$ cat src/rtl/hng_pkg.sv
`timescale 1ns / 1ps
// ============================================================================
// hng_pkg - shared types and constants of the hysteresis noise gate
// Number formats, register map codes, datapath commands and controller states.
// ============================================================================
package hng_pkg;

    // sample and coefficient formats: Q1.23 samples, Q0.24 coefficients
    localparam int SAMPLE_BITS = 24;
    localparam int COEF_BITS   = 24;
    localparam int THR_W       = SAMPLE_BITS - 1;

    // fixed detector filter coefficients, Q0.24
    localparam int HP_COEF = 216780;
    localparam int LP_COEF = 4952960;

    // internal widths
    localparam int TRK_W  = SAMPLE_BITS + 2;          // filter / envelope tracks
    localparam int DIFF_W = SAMPLE_BITS + 3;          // multiplier signed operand
    localparam int SUM_W  = DIFF_W + 1;               // track plus step
    localparam int MULA_W = COEF_BITS + 1;            // coefficient or Q1.24 gain
    localparam int PROD_W = MULA_W + 1 + DIFF_W;

    localparam logic [MULA_W-1:0] UNITY = MULA_W'(1) << COEF_BITS;

    // configuration port
    localparam int ADDR_W = 5;
    localparam int DATA_W = 32;

    typedef enum logic [2:0] {
        REG_GATE_ENABLE,
        REG_ENV_ATTACK,
        REG_ENV_RELEASE,
        REG_GAIN_ATTACK,
        REG_GAIN_RELEASE,
        REG_OPEN_THR,
        REG_CLOSE_THR
    } reg_idx_t;

    localparam logic [COEF_BITS-1:0] ENV_ATTACK_RST   = COEF_BITS'(231404);
    localparam logic [COEF_BITS-1:0] ENV_RELEASE_RST  = COEF_BITS'(1588);
    localparam logic [COEF_BITS-1:0] GAIN_ATTACK_RST  = COEF_BITS'(345960);
    localparam logic [COEF_BITS-1:0] GAIN_RELEASE_RST = COEF_BITS'(1942);
    localparam logic [THR_W-1:0]     OPEN_THR_RST     = THR_W'(8389);
    localparam logic [THR_W-1:0]     CLOSE_THR_RST    = THR_W'(3775);

    typedef struct packed {
        logic                 gate_enable;
        logic [COEF_BITS-1:0] env_attack;
        logic [COEF_BITS-1:0] env_release;
        logic [COEF_BITS-1:0] gain_attack;
        logic [COEF_BITS-1:0] gain_release;
        logic [THR_W-1:0]     open_thr;
        logic [THR_W-1:0]     close_thr;
    } cfg_t;

    typedef enum logic [3:0] {
        OP_NONE,
        OP_LOAD,
        OP_HP_MUL,
        OP_HP_ACC,
        OP_LP_MUL,
        OP_LP_ACC,
        OP_MAG,
        OP_ENV_MUL,
        OP_ENV_ACC,
        OP_GAIN_MUL,
        OP_GAIN_ACC,
        OP_OUT_MUL,
        OP_OUT_ACC,
        OP_PASS
    } dp_op_t;

    typedef struct packed {
        dp_op_t op;
    } dp_cmd_t;

    typedef struct packed {
        logic gate_enable;
        logic out_free;
    } dp_status_t;

    typedef enum logic [3:0] {
        ST_IDLE,
        ST_HP_MUL,
        ST_HP_ACC,
        ST_LP_MUL,
        ST_LP_ACC,
        ST_MAG,
        ST_ENV_MUL,
        ST_ENV_ACC,
        ST_GAIN_MUL,
        ST_GAIN_ACC,
        ST_OUT_MUL,
        ST_OUT_ACC,
        ST_PASS
    } ctrl_state_t;

endpackage

$ cat src/rtl/hng_ctrl.sv
`timescale 1ns / 1ps
// ============================================================================
// hng_ctrl - noise gate sequencer
// Walks one sample through the datapath steps, one command per cycle.
// ============================================================================
module hng_ctrl (
    input  logic                clk,
    input  logic                rst_n,
    input  logic                in_valid,
    output logic                in_ready,
    input  hng_pkg::dp_status_t status,
    output hng_pkg::dp_cmd_t    cmd
);
    import hng_pkg::*;

    ctrl_state_t state_reg, state_next;

    always_ff @(posedge clk or negedge rst_n)
    begin
        if (!rst_n)
            state_reg <= ST_IDLE;
        else
            state_reg <= state_next;
    end

    // next state
    always_comb
    begin
        state_next = state_reg;
        unique case (state_reg)
            ST_IDLE:
            begin
                if (in_valid)
                    state_next = status.gate_enable ? ST_HP_MUL : ST_PASS;
            end
            ST_HP_MUL:   state_next = ST_HP_ACC;
            ST_HP_ACC:   state_next = ST_LP_MUL;
            ST_LP_MUL:   state_next = ST_LP_ACC;
            ST_LP_ACC:   state_next = ST_MAG;
            ST_MAG:      state_next = ST_ENV_MUL;
            ST_ENV_MUL:  state_next = ST_ENV_ACC;
            ST_ENV_ACC:  state_next = ST_GAIN_MUL;
            ST_GAIN_MUL: state_next = ST_GAIN_ACC;
            ST_GAIN_ACC: state_next = ST_OUT_MUL;
            ST_OUT_MUL:  state_next = ST_OUT_ACC;
            ST_OUT_ACC,
            ST_PASS:
            begin
                if (status.out_free)
                    state_next = ST_IDLE;
            end
            default:     state_next = ST_IDLE;
        endcase
    end

    // outputs
    always_comb
    begin
        in_ready = 1'b0;
        cmd.op   = OP_NONE;
        unique case (state_reg)
            ST_IDLE:
            begin
                in_ready = 1'b1;
                cmd.op   = in_valid ? OP_LOAD : OP_NONE;
            end
            ST_HP_MUL:   cmd.op = OP_HP_MUL;
            ST_HP_ACC:   cmd.op = OP_HP_ACC;
            ST_LP_MUL:   cmd.op = OP_LP_MUL;
            ST_LP_ACC:   cmd.op = OP_LP_ACC;
            ST_MAG:      cmd.op = OP_MAG;
            ST_ENV_MUL:  cmd.op = OP_ENV_MUL;
            ST_ENV_ACC:  cmd.op = OP_ENV_ACC;
            ST_GAIN_MUL: cmd.op = OP_GAIN_MUL;
            ST_GAIN_ACC: cmd.op = OP_GAIN_ACC;
            ST_OUT_MUL:  cmd.op = OP_OUT_MUL;
            ST_OUT_ACC:  cmd.op = status.out_free ? OP_OUT_ACC : OP_NONE;
            ST_PASS:     cmd.op = status.out_free ? OP_PASS : OP_NONE;
            default:     cmd.op = OP_NONE;
        endcase
    end

endmodule
$ cat config.mk
export PLATFORM = sky130hd
export DESIGN_NAME = hng_ctrl
export DESIGN_NICKNAME = d
export VERILOG_FILES = /design/src/rtl/hng_pkg.sv /design/src/rtl/hng_ctrl.sv
export SDC_FILE = /design/constraint.sdc
export NUM_CORES = 1
export LEC_CHECK = 0
export CAP_MARGIN = 20
export CORE_AREA = 2 2 39 41
export CTS_CLUSTER_SIZE = 14
export DETAILED_ROUTE_END_ITERATION = 10
export DIE_AREA = 0 0 41 43
export DONT_BUFFER_PORTS = 1
export PLACE_DENSITY = 0.43
export SETUP_SLACK_MARGIN = 0.5
export SLEW_MARGIN = 20
export SYNTH_ARGS = -nofsm -noshare
export SYNTH_HDL_FRONTEND = slang
export SYNTH_SLANG_ARGS = --single-unit
$ cat constraint.sdc
create_clock -name clk -period 1.3 [get_ports clk]
set_clock_uncertainty 0.15 [all_clocks]
set_input_delay 0.065 -clock clk [delete_from_list [all_inputs] [get_ports clk]]
set_output_delay 0.065 -clock clk [all_outputs]
set_load 0.01 [all_outputs]
# After elaboration in Yosys (flattened, before gate mapping)
# Index checks and enable logic that the tools add are counted.
# word_totals
out_inout_bits	5
reg_bits	4
# op_classes
n_reduce_logical	3
eq_ne	14
n_mux	9
# ops
operator	count
$pmux 4 s13	1
$pmux 4 s12	1
$eq 4x4->1 const B	5
$mux 4	5
$eq 4x3->1 const B	4
$eq 4x2->1 const B	2
$eq 4x1->1 const B	1
$logic_not 4->1	1
$ne 2x2->1 const B	2
$mux 1	2
$reduce_and 2->1	1
$reduce_or 2->1	1

# Depth between registers and ports, before layout
# logic_depth
word_depth	4
depth_mapped	4

# Worst setup path after synthesis
# Ideal clock, no wire load.
# synth_timing
path_type	reg2reg
start	reg state_reg[3]
end	reg state_reg[2]
n_path_buf	0
t_arrival_ps	1079
setup_slack_ps	-14
path_stages_with_launch	4
cell_sequence	dfrtp_1 -> or3b_1 -> a211o_1 -> o221ai_2
# synth_between
elab_chain_cells	4
# synth_rtl
element	line_no	text
start: declaration	hng_ctrl.sv:16	ctrl_state_t state_reg, state_next;
start signal: assignment	hng_ctrl.sv:23	state_reg <= state_next;
$eq 4x4->1	hng_ctrl.sv:30	unique case (state_reg)
$reduce_or 2->1	hng_ctrl.sv:30	
$ne 2x2->1 (no source line)	n/a	
$reduce_and 2->1 (no source line)	n/a	
# Several ways; a longest one is shown, not always the timed one.
# A chain may end at the register's enable or synchronous reset.

# Worst setup path after layout
# Ends and elaborated chain as after synthesis.

==> results.cfg <==
[status]
status = complete, but fails checks
failed_checks = negative hold slack, negative setup slack

[floorplanning]
io_pins = 10
initial_core_util_pct = 27.5
die_w_um = 41
core_area_sq_mm = 0.00138
rows = 14
die-height_um = 43
die_area_sq_mm = 0.00176

[logic_synthesis]
synth-seq-cells = 4
syn_nets = 49
yosysTopAreaCell = dfrtp_1
synth_top_area_share_pct = 26.3
yosys_warnings = 0
synthDistinctLibCells = 29
avgSynthCellArea_sq_um = 8.64
syn_inst = 44
synthTopCellsByArea = dfrtp_1 (26%), nand2b_1 (6.6%), a21oi_1 (3.9%)
netlist_area_sq_um = 380
seq_area_frac_synth_pct = 26.3

[worst_setup_path]
crit_slowest_cell = dfrtp_2
arrival_ns = 1.52
setup.worst_path.start_class = flip-flop
crit_type = flip-flop to flip-flop
worst_setup_path_end_kind = flip-flop
slowest_delay_ns = 0.44
reg2reg_setup_slack_ns = -0.23
path_cells = buf_6, or3b_4, a211o_1, o221ai_2
worstPathMaxFanout = 5
cp.required_ns = 1.29

[job]
cap_violations = 0

[routing]
ant_nets = 0
vias_per_cell = 5.44
drt_iter0_markers = 16
dr.pass1.iters = 4
drt_wl_total_um = 1610
via_count = 490
wire_per_inst_um = 17.9
post-route-drc-count = 0

[power]
irDropWorstVdd_mv = 1.52
p_total_mw = 2.37
p_leak_nw = 0.352
p_per_area_mw_per_mm2 = 2970

[timing]
setup_tns_ns = -1.56
report.final.setup_viol = 9
fin_ws_ns = -0.232
tightest_slew_ns = 0.302
fin_crit_ns = 1.53
fin_crit_sh_pct = 118
rsz0062_at_grt = true
finalHoldViolCount = 5
holdWs_ns = -0.0653
clock.fmax_ghz = 0.653
slew_headroom_pct = 79.9
report.final.slew_viol_count = 0

[cts]
hold_buffers = 1
clock_path_buffers = 2
h-tree-depth = 1
clk_latency_ns = 0.24
path_clk_slew_ns = 0.04
cts_tree = built
cts_root_buf = clkbuf_4
cts_made_buffers = 3
clkSinkCount = 4

[global_route]
grt-busiest-layer = met2
grt_antenna_before_repair = 0
first_global_vias = 531
grt_pass1_wl_um = 2620
met2_usage_pct = 37.5
grtUsageMet1_pct = 25.3
globalRoute.totalOverflow = 0
grt_max_degree = 9
met3_usage_pct = 5.24
grt_usage_pct = 23.0

[cells_and_area]
layout-drive-gt1-share_pct = 77.0
ff_latch_area_sq_um = 105
multi_input_area_sq_um = 374
num-fill-cells = 109
antenna_cells = 0
largest_reg_flops = 4
final_area_sq_um = 798
final_net_count = 81
area_growth_syn_to_layout_pct = 110

[placement]
dpl-instance-area_sq_um = 483
dpl.hpwl_um = 790
place.gp.congestion = 0.717
portBuffers = 0

[min_path]
hold_path_class = input port to flip-flop
-- metal layers --
| metal | vias up | wire length [um] |
|---|---|---|
| li1 | 233 | - |
| met1 | 248 | 618 |
| met2 | 7 | 956 |
| met3 | 2 | 20 |
| met4 | 0 | 14 |
| met5 | - | 0 |
-- final timing paths --
check,start,endpoint,cells past startpoint
max,state_reg[3]$_DFFE_PN0P_,state_reg[2]$_DFFE_PN0P_,4
min,status[1],state_reg[0]$_DFFE_PN0P_,3
max reg2reg,state_reg[3]$_DFFE_PN0P_,state_reg[2]$_DFFE_PN0P_,4
min reg2reg,state_reg[3]$_DFFE_PN0P_,state_reg[1]$_DFFE_PN0P_,2
max in group asynchronous,rst_n,state_reg[2]$_DFFE_PN0P_,1
min in group asynchronous,rst_n,state_reg[3]$_DFFE_PN0P_,1
-- cells in the mapped netlist (all sizes together) --
library cell  instances
o21a                  2
xnor2                 1
a21o                  2
nor2                  2
buf                   4
and4b                 1
a21oi                 3
a311oi                1
nand2                 1
nand2b                4
o221ai                1
nor4                  2
nor3                  1
mux2                  1
a211o                 1
dfrtp                 4
or3b                  1
a2bb2oi               1
o22a                  1
nor3b                 1
or2b                  2
a221o                 1
a211oi                1
nor2b                 1
a221oi                1
inv                   1
o21ai                 2
-- final cells by class --
| class | count | share of cell area, % |
|---|---|---|
| well taps | 16 | 2.51 |
| flip-flops and latches | 4 | 13.2 |
| inverters | 1 | 0.470 |
| repair buffers | 31 | 34.2 |
| multi-input cells | 35 | 46.9 |
| clock buffers | 3 | 2.82 |
-- power by group --
| part | switching, mW | total, mW | internal (mW) |
|---|---|---|---|
| sequential | 0.138 | 0.340 | 0.201 |
| combinational | 0.782 | 1.87 | 1.09 |
| clock | 0.0541 | 0.158 | 0.104 |
| total | 0.974 | 2.37 | 1.40 |
-- per-stage QoR --
| stage | utilization (%) | instances | hold slack (ns) | setup slack, ns |
|---|---|---|---|---|
| after floorplan | - | 44 | -0.381 | -0.0143 |
| after global placement | 34.9 | 70 | -0.380 | -0.118 |
| after detailed placement | 34.9 | 70 | -0.380 | -0.123 |
| after CTS | 54.0 | 87 | -0.0417 | -0.215 |
| after global routing | 57.7 | 90 | -0.0554 | -0.282 |
| final | 57.7 | 90 | -0.0653 | -0.232 |
-- cells by family after synthesis --
kind of cell | after synthesis | synth area share (%)
flip-flops | 4 | 26.3
multiplexers | 1 | 2.96
AND/OR/NAND/NOR | 16 | 27.0
buffers and inverters | 5 | 6.91
XOR/XNOR | 1 | 2.30
AO/OA/AOI/OAI | 17 | 34.5
-- repair_timing --
item                                   in CTS  in global routing
resized for setup                          30                  8
setup buffers                              13                  3
endpoints found under the hold margin       6                  5
setup endpoints to repair                   9                  9
pin swaps                                  10                  5
-- cells in the final DEF, fill, tap and decap left out, drive strengths merged --
master       instances
a211o                1
a2bb2oi              1
nor4                 2
o221ai               1
dfrtp                4
and4b                1
a311oi               1
mux2                 1
inv                  1
or2b                 2
a221o                1
a21o                 2
dlygate4sd3          1
nor3b                1
nor2                 2
a211oi               1
a21oi                3
or3b                 1
nor2b                1
nand2                1
xnor2                1
clkbuf               3
o22a                 1
o21a                 2
nor3                 1
nand2b               4
a221oi               1
o21ai                2
buf                 30
-- worst max-delay path, delay by kind of cell, from the launching register on --
family	cells	cell delay, ns
DFF	1	0.44
AOI/OAI and AO/OA	2	0.35
and+or+nand+nor	1	0.36
buffers and inverters	1	0.13
Note: power is estimated with default switching activity, not from simulation.
