==> config.mk <==
export PLATFORM = sky130hd
export DESIGN_NAME = hng_regs
export DESIGN_NICKNAME = d
export VERILOG_FILES = /design/src/rtl/hng_pkg.sv /design/src/rtl/hng_regs.sv
export SDC_FILE = /design/constraint.sdc
export NUM_CORES = 1
export LEC_CHECK = 0
export BUFFER_PORTS_ARGS = -buffer_cell sky130_fd_sc_hd__buf_2
export CORE_UTILIZATION = 45
export DETAILED_ROUTE_END_ITERATION = 12
export GPL_TIMING_DRIVEN = 0
export PLACE_DENSITY_LB_ADDON = 0.25
export SKIP_LAST_GASP = 1
export SYNTH_ARGS = -nofsm -noshare
export SYNTH_HDL_FRONTEND = slang
export SYNTH_SLANG_ARGS = --single-unit
==> constraint.sdc <==
create_clock -name clk -period 1.42 [get_ports clk]
set_input_delay 0.213 -clock clk [delete_from_list [all_inputs] [get_ports clk]]
set_output_delay 0.213 -clock clk [all_outputs]
set_load 0.02 [all_outputs]
==> src/rtl/hng_pkg.sv <==
`timescale 1ns / 1ps
// ============================================================================
// hng_pkg - shared types and constants of the hysteresis noise gate
// Number formats, register map codes, datapath commands and controller states.
// ============================================================================
package hng_pkg;

    // sample and coefficient formats: Q1.23 samples, Q0.24 coefficients
    localparam int SAMPLE_BITS = 24;
    localparam int COEF_BITS   = 24;
    localparam int THR_W       = SAMPLE_BITS - 1;

    // fixed detector filter coefficients, Q0.24
    localparam int HP_COEF = 216780;
    localparam int LP_COEF = 4952960;

    // internal widths
    localparam int TRK_W  = SAMPLE_BITS + 2;          // filter / envelope tracks
    localparam int DIFF_W = SAMPLE_BITS + 3;          // multiplier signed operand
    localparam int SUM_W  = DIFF_W + 1;               // track plus step
    localparam int MULA_W = COEF_BITS + 1;            // coefficient or Q1.24 gain
    localparam int PROD_W = MULA_W + 1 + DIFF_W;

    localparam logic [MULA_W-1:0] UNITY = MULA_W'(1) << COEF_BITS;

    // configuration port
    localparam int ADDR_W = 5;
    localparam int DATA_W = 32;

    typedef enum logic [2:0] {
        REG_GATE_ENABLE,
        REG_ENV_ATTACK,
        REG_ENV_RELEASE,
        REG_GAIN_ATTACK,
        REG_GAIN_RELEASE,
        REG_OPEN_THR,
        REG_CLOSE_THR
    } reg_idx_t;

    localparam logic [COEF_BITS-1:0] ENV_ATTACK_RST   = COEF_BITS'(231404);
    localparam logic [COEF_BITS-1:0] ENV_RELEASE_RST  = COEF_BITS'(1588);
    localparam logic [COEF_BITS-1:0] GAIN_ATTACK_RST  = COEF_BITS'(345960);
    localparam logic [COEF_BITS-1:0] GAIN_RELEASE_RST = COEF_BITS'(1942);
    localparam logic [THR_W-1:0]     OPEN_THR_RST     = THR_W'(8389);
    localparam logic [THR_W-1:0]     CLOSE_THR_RST    = THR_W'(3775);

    typedef struct packed {
        logic                 gate_enable;
        logic [COEF_BITS-1:0] env_attack;
        logic [COEF_BITS-1:0] env_release;
        logic [COEF_BITS-1:0] gain_attack;
        logic [COEF_BITS-1:0] gain_release;
        logic [THR_W-1:0]     open_thr;
        logic [THR_W-1:0]     close_thr;
    } cfg_t;

    typedef enum logic [3:0] {
        OP_NONE,
        OP_LOAD,
        OP_HP_MUL,
        OP_HP_ACC,
        OP_LP_MUL,
        OP_LP_ACC,
        OP_MAG,
        OP_ENV_MUL,
        OP_ENV_ACC,
        OP_GAIN_MUL,
        OP_GAIN_ACC,
        OP_OUT_MUL,
        OP_OUT_ACC,
        OP_PASS
    } dp_op_t;

    typedef struct packed {
        dp_op_t op;
    } dp_cmd_t;

    typedef struct packed {
        logic gate_enable;
        logic out_free;
    } dp_status_t;

    typedef enum logic [3:0] {
        ST_IDLE,
        ST_HP_MUL,
        ST_HP_ACC,
        ST_LP_MUL,
        ST_LP_ACC,
        ST_MAG,
        ST_ENV_MUL,
        ST_ENV_ACC,
        ST_GAIN_MUL,
        ST_GAIN_ACC,
        ST_OUT_MUL,
        ST_OUT_ACC,
        ST_PASS
    } ctrl_state_t;

endpackage

==> src/rtl/hng_regs.sv <==
`timescale 1ns / 1ps
// ============================================================================
// hng_regs - configuration register file
// APB-style slave, zero wait states; register i at byte address 4*i.
// ============================================================================
module hng_regs (
    input  logic                       clk,
    input  logic                       rst_n,
    input  logic                       psel,
    input  logic                       penable,
    input  logic                       pwrite,
    input  logic [hng_pkg::ADDR_W-1:0] paddr,
    input  logic [hng_pkg::DATA_W-1:0] pwdata,
    output logic [hng_pkg::DATA_W-1:0] prdata,
    output logic                       pready,
    output hng_pkg::cfg_t              cfg
);
    import hng_pkg::*;

    cfg_t     cfg_reg;
    cfg_t     cfg_next;
    reg_idx_t idx;
    logic     wr_en;

    assign idx    = reg_idx_t'(paddr[ADDR_W-1:2]);
    assign wr_en  = psel & penable & pwrite;
    assign pready = 1'b1;
    assign cfg    = cfg_reg;

    always_comb
    begin
        cfg_next = cfg_reg;
        if (wr_en)
        begin
            case (idx)
                REG_GATE_ENABLE:  cfg_next.gate_enable  = pwdata[0];
                REG_ENV_ATTACK:   cfg_next.env_attack   = pwdata[COEF_BITS-1:0];
                REG_ENV_RELEASE:  cfg_next.env_release  = pwdata[COEF_BITS-1:0];
                REG_GAIN_ATTACK:  cfg_next.gain_attack  = pwdata[COEF_BITS-1:0];
                REG_GAIN_RELEASE: cfg_next.gain_release = pwdata[COEF_BITS-1:0];
                REG_OPEN_THR:     cfg_next.open_thr     = pwdata[THR_W-1:0];
                REG_CLOSE_THR:    cfg_next.close_thr    = pwdata[THR_W-1:0];
                default:          cfg_next = cfg_reg;   // unmapped: ignored
            endcase
        end
    end

    always_ff @(posedge clk or negedge rst_n)
    begin
        if (!rst_n)
        begin
            cfg_reg.gate_enable  <= 1'b1;
            cfg_reg.env_attack   <= ENV_ATTACK_RST;
            cfg_reg.env_release  <= ENV_RELEASE_RST;
            cfg_reg.gain_attack  <= GAIN_ATTACK_RST;
            cfg_reg.gain_release <= GAIN_RELEASE_RST;
            cfg_reg.open_thr     <= OPEN_THR_RST;
            cfg_reg.close_thr    <= CLOSE_THR_RST;
        end
        else
        begin
            cfg_reg <= cfg_next;
        end
    end

    always_comb
    begin
        case (idx)
            REG_GATE_ENABLE:  prdata = DATA_W'(cfg_reg.gate_enable);
            REG_ENV_ATTACK:   prdata = DATA_W'(cfg_reg.env_attack);
            REG_ENV_RELEASE:  prdata = DATA_W'(cfg_reg.env_release);
            REG_GAIN_ATTACK:  prdata = DATA_W'(cfg_reg.gain_attack);
            REG_GAIN_RELEASE: prdata = DATA_W'(cfg_reg.gain_release);
            REG_OPEN_THR:     prdata = DATA_W'(cfg_reg.open_thr);
            REG_CLOSE_THR:    prdata = DATA_W'(cfg_reg.close_thr);
            default:          prdata = '0;
        endcase
    end

endmodule

== After elaboration in Yosys (flattened, before gate mapping) ==
Cells that the tools add are included.

* Flip-flop bits (word level): 143
* Latch bits: 0
* Bits in writable memories: 0
* Bits in read-only memories: 0
* Bits of input ports: 42
* Output and inout bits: 176
* Memories: 0

* $add $sub $neg: 0
* Multiply operators: 0
* Divide/modulo/power cells: 0
* $lt $le $gt $ge: 0
* Equality and inequality tests: 6
* Shift operators: 0
* Multiplexer cells: 1
* Bitwise logic cells: 2
* Reductions and logical operators: 8

{| class="wikitable"
|+ Operators by type and width
! operator !! number
|-
| 24-bit case mux with 7 select lines || 1
|-
| 2-bit AND reduction || 7
|-
| 3-bit == test, second input constant || 3
|-
| 3-bit by 2-bit == test with 1-bit output, second input constant || 2
|-
| 3-bit by 1-bit == test with 1-bit output, second input constant || 1
|-
| 3-bit zero test || 1
|-
| 1-bit bitwise AND || 2
|}

== Logic depth before layout (Yosys ltp) ==
Gate-level depths: netlist of the first run.

* Depth after elaboration: 3
* Depth in mapped cells: 6
* Mapped depth without buffers: 3

== Worst setup path after synthesis of the first run ==
OpenSTA, ideal clock, no wires.

* Path kind: input to output
* Start point: in paddr[3] (netlist bit)
* End point: out prdata[0] (netlist bit)
* Arrival time: 1599 ps
* Data required time: 1207 ps
* Setup slack: -392 ps
* Stages: 4
* Path buffers: 2
* Cells stage by stage: buf_2 > buf_4 > inv_1 > o311ai_0

* Word-level cells in the longest chain between the ends: 2
* Elaborated cells between the ends (all ways): 8
* Those cells by class: eq/ne (6); mux (1); reduce/logical (1)

{| class="wikitable"
|+ Ends and longest elaborated chain
! what !! line !! text
|-
| start, declared || hng_regs.sv:12 || <nowiki>input logic [hng_pkg::ADDR_W-1:0] paddr,</nowiki>
|-
| 3-bit == test (tied with other cells) || hng_regs.sv:68 || <nowiki>case (idx)</nowiki>
|-
| 24-bit case mux with 7 select lines * || hng_regs.sv:68 ||
|-
| end, declared || hng_regs.sv:14 || <nowiki>output logic [hng_pkg::DATA_W-1:0] prdata,</nowiki>
|}

Mark *: on every way between the ends. The rest lies on a longest branch, timed or not.

== Final worst setup path of the first run ==
* Start point: reg cfg_reg, in the netlist cfg[60]
* End point: out prdata[14] (netlist bit)

* Word-level cells in the longest chain between the ends: 1

{| class="wikitable"
|+ Ends and longest elaborated chain
! what !! line !! text
|-
| start, declared || hng_regs.sv:20 || <nowiki>cfg_t cfg_reg;</nowiki>
|-
| start signal, assigned || hng_regs.sv:62 || <nowiki>cfg_reg <= cfg_next;</nowiki>
|-
| 24-bit case mux with 7 select lines || hng_regs.sv:68 ||
|}

No other way between the ends.

==> results of run 1 <==
area by class of cell:
class                      count  area, um^2
buffer                        40       436.7
clock buffer                  17       425.4
clock inverter                15       168.9
fill                        1085        4977
inverter                       1       7.507
multi-input combinational    294        3161
sequential                   143        3638
tap                          184       230.2
timing repair buffer         249        1544
worst reg2reg max path: cells and delay by family (launching register included):
kind	cells	cell delay (ns)
buffers and inverters	2	0.27
multiplexers	1	0.26
flip-flops	1	0.39
cell families (layout without fill, tap and decap cells):
| family | count (synthesis) | in the layout | share of synthesized area |
|---|---|---|---|
| DFF | 143 | 143 | 0.5372 |
| AOI/OAI and AO/OA | 65 | 65 | 0.07224 |
| muxes | 185 | 185 | 0.3037 |
| other | 2 | 9 | 0.001109 |
| and+or+nand+nor | 35 | 35 | 0.04157 |
| buffers and inverters | 41 | 322 | 0.04415 |
final timing paths:
| check | start | endpoint | slack (ns) | cells after the start |
|---|---|---|---|---|
| worst max-delay path | cfg[60]$_DFFE_PN0P_ | prdata[14] | -0.42 | 4 |
| worst min-delay path | pwdata[23] | cfg[117]$_DFFE_PN0P_ | 0.06 | 2 |
| worst max register to register | cfg[68]$_DFFE_PN0P_ | cfg[68]$_DFFE_PN0P_ | 0.40 | 3 |
| worst min register to register | cfg[37]$_DFFE_PN0P_ | cfg[37]$_DFFE_PN0P_ | 0.52 | 1 |
| max in group asynchronous | rst_n | cfg[1]$_DFFE_PN1P_ | 0.24 | 3 |
| min in group asynchronous | rst_n | cfg[51]$_DFFE_PN0P_ | 0.34 | 2 |
metal layers:
layer	global-route usage	up-vias
met1	0.3565	2685
met5	0	-
met3	0.07431	30
li1	-	2302
met4	0.09851	0
met2	0.4660	222
per-stage QoR:
step | cells | instance area (um^2) | util | setup slack (ns)
6_report | 943 | 9612 | 0.6588 | -0.4161
5_1_grt | 943 | 9612 | 0.6588 | -0.4733
4_1_cts | 930 | 9365 | 0.6419 | -0.4354
3_5_place_dp | 858 | 8162 | 0.5594 | -0.5314
3_3_place_gp | 857 | 8128 | 0.5571 | -1.748
2_1_floorplan | 478 | 6922 | - | -0.05742
power by group through the flow:
stage / Clock (mW) / Sequential (mW) / Combinational, mW
final: 4.53 / 5.70 / 4.65
after global routing: 4.77 / 5.80 / 4.91
after CTS: 4.57 / 5.67 / 4.45
after detailed placement: 0 / 5.78 / 3.93
after global placement: 0 / 5.71 / 3.84
after floorplan: 0 / 6.67 / 1.49
cells in the final DEF, fill, tap and decap left out, drive strengths merged, types with 2 or more instances in the layout:
master      n
conb        9
a21oi      14
nor2b       5
a22oi       8
a222oi      3
nor3b       3
buf       286
a2bb2oi    11
o221ai      2
nand3       3
and4b       2
bufinv      3
clkinv      8
a31oi       2
mux2i      21
nor2        6
a221oi     12
nand2       7
clkbuf     18
a32oi       2
clkinvlp    4
mux2      164
o211ai      2
dfstp      48
nand3b      2
nand2b      2
dfrtp      95
o21ai       3
nor3        2
a211o       2
timing repair:
item | 4_1_cts | 5_1_grt
setup endpoints to repair | 24 | 30
gates resized for setup | 73 | 35
setup buffers | 38 | 13
cloned | 1 | 0
pin swaps | 19 | 13
hold buffers | 1 | 0
endpoints found under the hold margin | 38 | 0
==> summary.md, run 1 <==
| Metric | Value |
|---|---|
| Clock transition at the registers of the reported paths | `0.06 ns` |
| Relative slew slack | `0.5662` |
| CP Buf/Inv Count | `1` |
| Worst Hold Class | `primary input to register` |
| WL met2 | `10710 um` |
| Antenna diode count | `0` |
| Async set-or-reset flop fraction in the synthesized netlist | `1.000` |
| Total CTS buffers | `17` |
| Share of layout cells above drive strength 1 | `0.7681` |
| Final period utilization | `1.293` |
| Via count | `5239` |
| Sequential Power Share | `0.383` |
| Psw | `4.935 mW` |
| Met3 wire length | `1655 um` |
| Status | `finished with violations` |
| Number of flip-flops under the largest register name | `143` |
| FF+latch count, synth | `143` |
| DR iter-0 viols | `272` |
| Clock Tree Buf Depth | `2` |
| Die ar. | `15550 um^2` |
| Dominant cells by area after synthesis | `dfrtp_1 35%, mux2_2 27%, dfstp_2 19%, mux2i_1 3.1%, buf_4 2.1%` |
| CTS Sinks | `143` |
| FMAX | `0.5446 GHz` |
| CP delay by family, top | `compound AO/OA/AOI/OAI gates` |
| Grt total ovfl | `0` |
| Power, Total | `14.88 mW` |
| Vias in the first global route | `5475` |
| Top sig layer | `met4` |
| Crit end category | `primary output` |
| DRT Pass-1 Iters | `4` |
| Post-Synthesis Cell Area | `6773 um^2` |
| CTS tree | `yes` |
| Clock share of power | `0.305` |
| Setup ws final | `-0.4161 ns` |
| # rows | `44` |
| Cells after synthesis | `471` |
| Dominant register cell in the synthesized netlist | `dfrtp_1` |
| All-layer global routing usage | `0.2822` |
| Peak VDD IR | `889.4 uV` |
| Max-Cap Viols | `0` |
| Yosys top cell by area | `dfrtp_1` |
| Final setup vio count | `31` |
| First-pass GRT wire length | `32710 um` |
| Final Max Slew Viols | `0` |
| Setup tns final | `-7.483 ns` |
| Failing checks | `negative setup slack` |
| Initial antenna violation count | `0` |
| Comb power frac | `0.312` |
| Worst-Skew Late Latency | `0.43 ns` |
| Synth-to-layout area growth | `41.92%` |
| Slowest Stage Delay on Critical Path | `0.38 ns` |
| Die height | `124.7 um` |
| Routability congestion estimate from global placement | `0.8045` |
| Initial Util | `0.4642` |
| Unrepaired setup endpoints after global routing | `true` |
| Remaining DRCs | `0` |
| Skew final | `0 ns` |
| Worst path cell trace | `mux2_2 -> a222oi_1 -> o21ai_2 -> buf_6` |
| H-tree depth | `4` |
| Drt via density | `5.556` |
| Post-synth EDFFs | `0` |
| Hold_ws | `0.06451 ns` |
| Synth top area share | `0.3510` |
| Core ar. | `14590 um^2` |
| Largest net degree at the start of global routing | `80` |
| Syn_area_per_cell | `14.38 um^2` |
| Layout Nets | `788` |
| WL met1 | `8949 um` |
| Final WL | `21690 um` |
| Die width | `124.7 um` |
| I/O Buffers | `195` |
| Cell Int Power | `9.947 mW` |
| Yosys warns | `0` |
| Minimum clock period | `1.836 ns` |
| Final hold vios | `0` |
| Pleak | `4.679 nW` |
| Most common cell in the netlist | `mux2_2` |
| Worst-margin pin slew | `0.6478 ns` |
| Synth top cells by count | `163 x mux2_2, 95 x dfrtp_1, 48 x dfstp_2, 21 x mux2i_1, 19 x buf_4` |
| Unique masters post-synth | `43` |
| Sw frac | `0.3316` |
| I/O Pins | `218` |
| Critical path arrival | `1.62 ns` |
| PD cells | `1548 nW/um^2` |
| CP Max Fanout | `3` |
| Post-DP HPWL | `14330 um` |
| Worst path slowest cell | `dfrtp_1` |
| Critical Path RT | `1.21 ns` |
| Setup CP Type | `register to primary output` |
| Wire length per cell | `23.00 um` |
| Clk root buf | `clkbuf_16` |
| Sequential share of the synthesized area | `0.5372` |
| CP Launch Type | `register` |
| Post-route ant nets | `0` |
Note: power is estimated with default switching activity, not from simulation.
==> run 2, diff against run 1 <==
Settings changed: CORE_ASPECT_RATIO set to 0.5, CORE_UTILIZATION 45 to 30.
==> summary.md, run 2 (synthesis gave the netlist of run 1 again) <==
| Metric | Value |
|---|---|
| Share of layout cells above drive strength 1 | `0.7557 (-0.01244)` |
| Clock transition at the registers of the reported paths | `0.07 ns (about the same)` |
| Final Max Slew Viols | `0 (unchanged)` |
| Clock Tree Buf Depth | `2 (unchanged)` |
| CP Launch Type | `register` |
| Max-Cap Viols | `0 (unchanged)` |
| DRT Pass-1 Iters | `4 (unchanged)` |
| Die height | `108.2 um (-13%)` |
| Drt via density | `4.841 (-13%)` |
| Post-route ant nets | `0 (unchanged)` |
| Relative slew slack | `0.4475 (-0.1187)` |
| Unrepaired setup endpoints after global routing | `true` |
| FMAX | `0.5482 GHz (+0.66%)` |
| Clk root buf | `clkbuf_16` |
| Routability congestion estimate from global placement | `0.7883 (-2.0%)` |
| Number of flip-flops under the largest register name | `143 (unchanged)` |
| H-tree depth | `4 (unchanged)` |
| CTS tree | `yes` |
| Post-place setup slack | `-0.6637 ns (-0.1322 ns)` |
| Total CTS buffers | `17 (unchanged)` |
| Post-DP HPWL | `15960 um (+11%)` |
| Final hold vios | `0 (unchanged)` |
| Most common cell after layout, fill and taps aside | `buf_2` |
| Pleak | `4.641 nW (-0.81%)` |
| Crit end category | `primary output` |
| First-pass GRT wire length | `34530 um (+5.5%)` |
| Setup tns final | `-7.283 ns (+0.2009 ns)` |
| Initial antenna violation count | `0 (unchanged)` |
| Critical Path RT | `1.21 ns (about the same)` |
| Initial Util | `0.3090 (-0.1552)` |
| # rows | `38 (-14%)` |
| Via count | `5078 (-3.1%)` |
| Vias in the first global route | `5250 (-4.1%)` |
| Largest net degree at the start of global routing | `84 (+5.0%)` |
| Final WL | `23530 um (+8.5%)` |
| Die ar. | `23220 um^2 (+49%)` |
| Peak VDD IR | `623.8 uV (-30%)` |
| PD cells | `1580 nW/um^2 (+2.1%)` |
| Status | `finished with violations` |
| I/O Pins | `218 (unchanged)` |
| Setup CP Type | `register to primary output` |
| Die width | `214.5 um (+72%)` |
| Fillers | `2075 (+91%)` |
| CTS Sinks | `143 (unchanged)` |
| CP Max Fanout | `2 (-1)` |
| Failing checks | `negative setup slack` |
| Synth-to-layout area growth | `43.19%` |
| Worst-margin pin slew | `0.8288 ns (+0.1810 ns)` |
| Antenna diode count | `0 (unchanged)` |
| Hold_ws | `0.08580 ns (+0.02129 ns)` |
| Final period utilization | `1.285 (-0.008423)` |
| Worst-Skew Late Latency | `0.42 ns (about the same)` |
| Critical path arrival | `1.61 ns (about the same)` |
| Wire length per cell | `22.43 um (-2.5%)` |
| Final setup vio count | `26 (-16%)` |
| Reg2Reg Setup Slack | `0.40 ns (about the same)` |
| Most frequent cells in the layout | `175 x buf_2, 152 x mux2_2, 95 x dfrtp_1` |
| Remaining DRCs | `0 (unchanged)` |
| Layout Nets | `778 (-1.3%)` |
| Grt total ovfl | `0 (unchanged)` |
| DR iter-0 viols | `191 (-30%)` |
| Setup ws final | `-0.4042 ns (+0.01196 ns)` |
| Power, Total | `15.33 mW (+3.0%)` |
| All-layer global routing usage | `0.2053 (-0.07681)` |
| I/O Buffers | `195 (unchanged)` |
| Core ar. | `21920 um^2 (+50%)` |
| Skew final | `0 ns (unchanged)` |
| Worst Hold Class | `primary input to register` |
| Minimum clock period | `1.824 ns (-0.01196 ns)` |
-- run 2: cell types whose count changed in the layout (fill, tap and decap cells not counted), sizes merged --
cell	delta
buf	-9
bufbuf	-1
bufinv	+3
clkbuf	+4
clkinv	-5
clkinvlp	-1
inv	-1
-- run 2: timing repair --
action,4_1_cts,5_1_grt
endpoints found under the setup margin,24,27
pin swaps,17,14
endpoints found under the hold margin,62,0
resized for setup,71,26
cloned,0,0
hold buffers,1,0
buffers inserted,34,9
-- run 2: area by class of cell --
class,instances,area (um^2),share of cell area
multi-input cells,294,3162,0.3260
repair buffers,239,1431,0.1476
plain buffers,40,419.2,0.04322
inverters,1,7.507,0.0007741
clock inverters,11,214.0,0.02206
clock buffers,21,450.4,0.04645
flip-flops and latches,143,3638,0.3752
well taps,300,375.4,0.03870
-- run 2: path summary, 6_finish.rpt --
check / startpoint / to / depth (start not counted)
hold / removal: pwdata[23] / cfg[117]$_DFFE_PN0P_ / 2
max in group asynchronous: rst_n / cfg[53]$_DFFE_PN1P_ / 3
min in group asynchronous: rst_n / cfg[41]$_DFFE_PN0P_ / 2
setup reg to reg: cfg[22]$_DFFE_PN0P_ / cfg[22]$_DFFE_PN0P_ / 3
hold reg to reg: cfg[28]$_DFFE_PN0P_ / cfg[28]$_DFFE_PN0P_ / 1
setup / recovery: cfg[60]$_DFFE_PN0P_ / prdata[14] / 4
-- run 2: metal layers --
layer,vias to the layer above,global-route usage,part of all wire
met3,19,0.05120,0.050
met4,0,0.05663,0.012
li1,2287,-,-
met1,2648,0.2706,0.46
met5,-,0,0
met2,124,0.3374,0.48
-- run 2: stage by stage --
stage                     cells  utilization  cell area, um^2
after floorplan             478            -             6922
after global placement      973       0.3774             8273
after detailed placement    974       0.3790             8307
after CTS                  1041       0.4338             9509
after global routing       1049       0.4425             9698
final                      1049       0.4425             9698
-- run 2: worst max-delay path: stages, from the launching register on --
cell      delay [ns]
dfrtp_1         0.37
mux2_4          0.27
a222oi_1        0.31
o21ai_2         0.10
buf_6           0.15
-- run 2: power breakdown --
part | internal, mW | leakage [nW] | switching (mW) | total [mW]
clock network | 3.34 | 0.317 | 1.79 | 5.13
registers | 5.08 | 1.72 | 0.598 | 5.67
logic | 2.01 | 2.61 | 2.51 | 4.52
total | 10.4 | 4.64 | 4.90 | 15.3
==> run 3, diff against run 2 <==
Settings changed: CORE_UTILIZATION 30 to 46.
==> summary.md, run 3 (synthesis gave the netlist of run 1 again) <==
| Metric | Value |
|---|---|
| Critical path arrival | `1.62 ns (about the same)` |
| Post-route ant nets | `0 (unchanged)` |
| Skew final | `0 ns (unchanged)` |
| Final period utilization | `1.288 (+0.003773)` |
| Layout Nets | `793 (+1.9%)` |
| Fillers | `986 (-52%)` |
| Remaining DRCs | `0 (unchanged)` |
| Setup CP Type | `register to primary output` |
| Most common cell after layout, fill and taps aside | `buf_2` |
| Final Max Slew Viols | `0 (unchanged)` |
| Reg2Reg Setup Slack | `0.41 ns (about the same)` |
| CP Launch Type | `register` |
| Core ar. | `13960 um^2 (-36%)` |
| Relative slew slack | `0.5985 (+0.1510)` |
| Die ar. | `15240 um^2 (-34%)` |
| Final hold vios | `0 (unchanged)` |
| Vias in the first global route | `5231 (-0.36%)` |
| Clock transition at the registers of the reported paths | `0.06 ns (about the same)` |
| Worst Hold Class | `primary input to register` |
| All-layer global routing usage | `0.2852 (+0.07981)` |
| Worst-margin pin slew | `0.6022 ns (-0.2265 ns)` |
| Critical Path RT | `1.21 ns (about the same)` |
| Setup ws final | `-0.4095 ns (-0.005358 ns)` |
| Minimum clock period | `1.830 ns (+0.005358 ns)` |
| Hold_ws | `0.06698 ns (-0.01882 ns)` |
| Number of flip-flops under the largest register name | `143 (unchanged)` |
| PD cells | `1596 nW/um^2 (+1.0%)` |
| Initial Util | `0.4850 (+0.1760)` |
| Via count | `5315 (+4.7%)` |
| CTS Sinks | `143 (unchanged)` |
| H-tree depth | `4 (unchanged)` |
| I/O Buffers | `195 (unchanged)` |
| DR iter-0 viols | `363 (+90%)` |
| Clock Tree Buf Depth | `2 (unchanged)` |
| Unrepaired setup endpoints after global routing | `true` |
| Total CTS buffers | `17 (unchanged)` |
| # rows | `30 (-21%)` |
| FMAX | `0.5466 GHz (-0.29%)` |
| Status | `finished with violations` |
| Max-Cap Viols | `0 (unchanged)` |
| Post-place setup slack | `-0.5421 ns (+0.1216 ns)` |
| Antenna diode count | `0 (unchanged)` |
| First-pass GRT wire length | `31770 um (-8.0%)` |
| Grt total ovfl | `0 (unchanged)` |
| Routability congestion estimate from global placement | `0.7804 (-1.0%)` |
| Worst-Skew Late Latency | `0.42 ns (about the same)` |
| Initial antenna violation count | `0 (unchanged)` |
| Peak VDD IR | `918.3 uV (+47%)` |
| Final setup vio count | `27 (+3.8%)` |
| Share of layout cells above drive strength 1 | `0.7709 (+0.01527)` |
| Pleak | `4.782 nW (+3.0%)` |
| CTS tree | `yes` |
| Clk root buf | `clkbuf_16` |
| Synth-to-layout area growth | `45.28%` |
| Post-DP HPWL | `13760 um (-14%)` |
| Die width | `173.6 um (-19%)` |
| Crit end category | `primary output` |
| Drt via density | `5.560 (+15%)` |
| CP Max Fanout | `2 (unchanged)` |
| Wire length per cell | `22.49 um (+0.29%)` |
| Failing checks | `negative setup slack` |
| I/O Pins | `218 (unchanged)` |
| DRT Pass-1 Iters | `4 (unchanged)` |
| Final WL | `21500 um (-8.6%)` |
| Dpl cells | `866 (-11%)` |
| Final std cells w/o fill | `956 (-8.9%)` |
| Most frequent cells in the layout | `167 x buf_2, 148 x mux2_2, 95 x dfrtp_1` |
| Die height | `87.80 um (-19%)` |
| Largest net degree at the start of global routing | `82 (-2.4%)` |
## run 3: cell type report
class / count / area, um^2 / area share
flip-flops and latches: 143 / 3638 / 0.3698
multi-input cells: 294 / 3198 / 0.3250
repair buffers: 254 / 1607 / 0.1633
clock buffers: 21 / 481.7 / 0.04896
plain buffers: 40 / 444.2 / 0.04514
well taps: 192 / 240.2 / 0.02442
clock inverters: 11 / 222.7 / 0.02263
inverters: 1 / 7.507 / 0.0007630
## run 3: routing by layer
metal	share of wire	track usage	vias up
li1	-	-	2321
met1	0.45	0.3862	2782
met2	0.47	0.4717	184
met3	0.056	0.05556	28
met4	0.016	0.08692	0
met5	0	0	-
## run 3: final timing paths
path	start	end	cells after the start
min reg2reg	cfg[41]$_DFFE_PN0P_	cfg[41]$_DFFE_PN0P_	1
max reg2reg	cfg[8]$_DFFE_PN0P_	cfg[8]$_DFFE_PN0P_	3
min in group asynchronous	rst_n	cfg[87]$_DFFE_PN0P_	2
max in group asynchronous	rst_n	cfg[99]$_DFFE_PN1P_	3
max	cfg[60]$_DFFE_PN0P_	prdata[14]	4
min	pwdata[23]	cfg[117]$_DFFE_PN0P_	2
## run 3: repair_timing
action	4_1_cts	5_1_grt
setup endpoints to repair	24	31
buffers inserted	45	11
hold buffers	1	0
pin swaps	18	11
resized for setup	87	35
gates cloned	1	0
endpoints found under the hold margin	50	0
## run 3: through the flow
stage / area [um^2] / TNS, ns / utilization / power [mW]
after global placement: 8138 / -258.68 / 0.5828 / 9.547
after CTS: 9610 / -7.246 / 0.6883 / 15.48
after global routing: 9839 / -8.635 / 0.7047 / 16.26
after detailed placement: 8172 / -30.63 / 0.5852 / 9.659
after floorplan: 6922 / -0.3286 / - / 8.166
final: 9839 / -7.232 / 0.7047 / 15.71
## run 3: power by group
group | switching [mW] | total (mW) | internal, mW
Combinational | 2.52 | 4.69 | 2.16
Sequential | 0.614 | 5.69 | 5.08
Clock | 1.81 | 5.33 | 3.52
## run 3: critical path, stage by stage, from the launching register on
cell,delay (ns)
dfrtp_1,0.40
mux2_4,0.28
a222oi_1,0.27
o21ai_2,0.11
buf_6,0.15
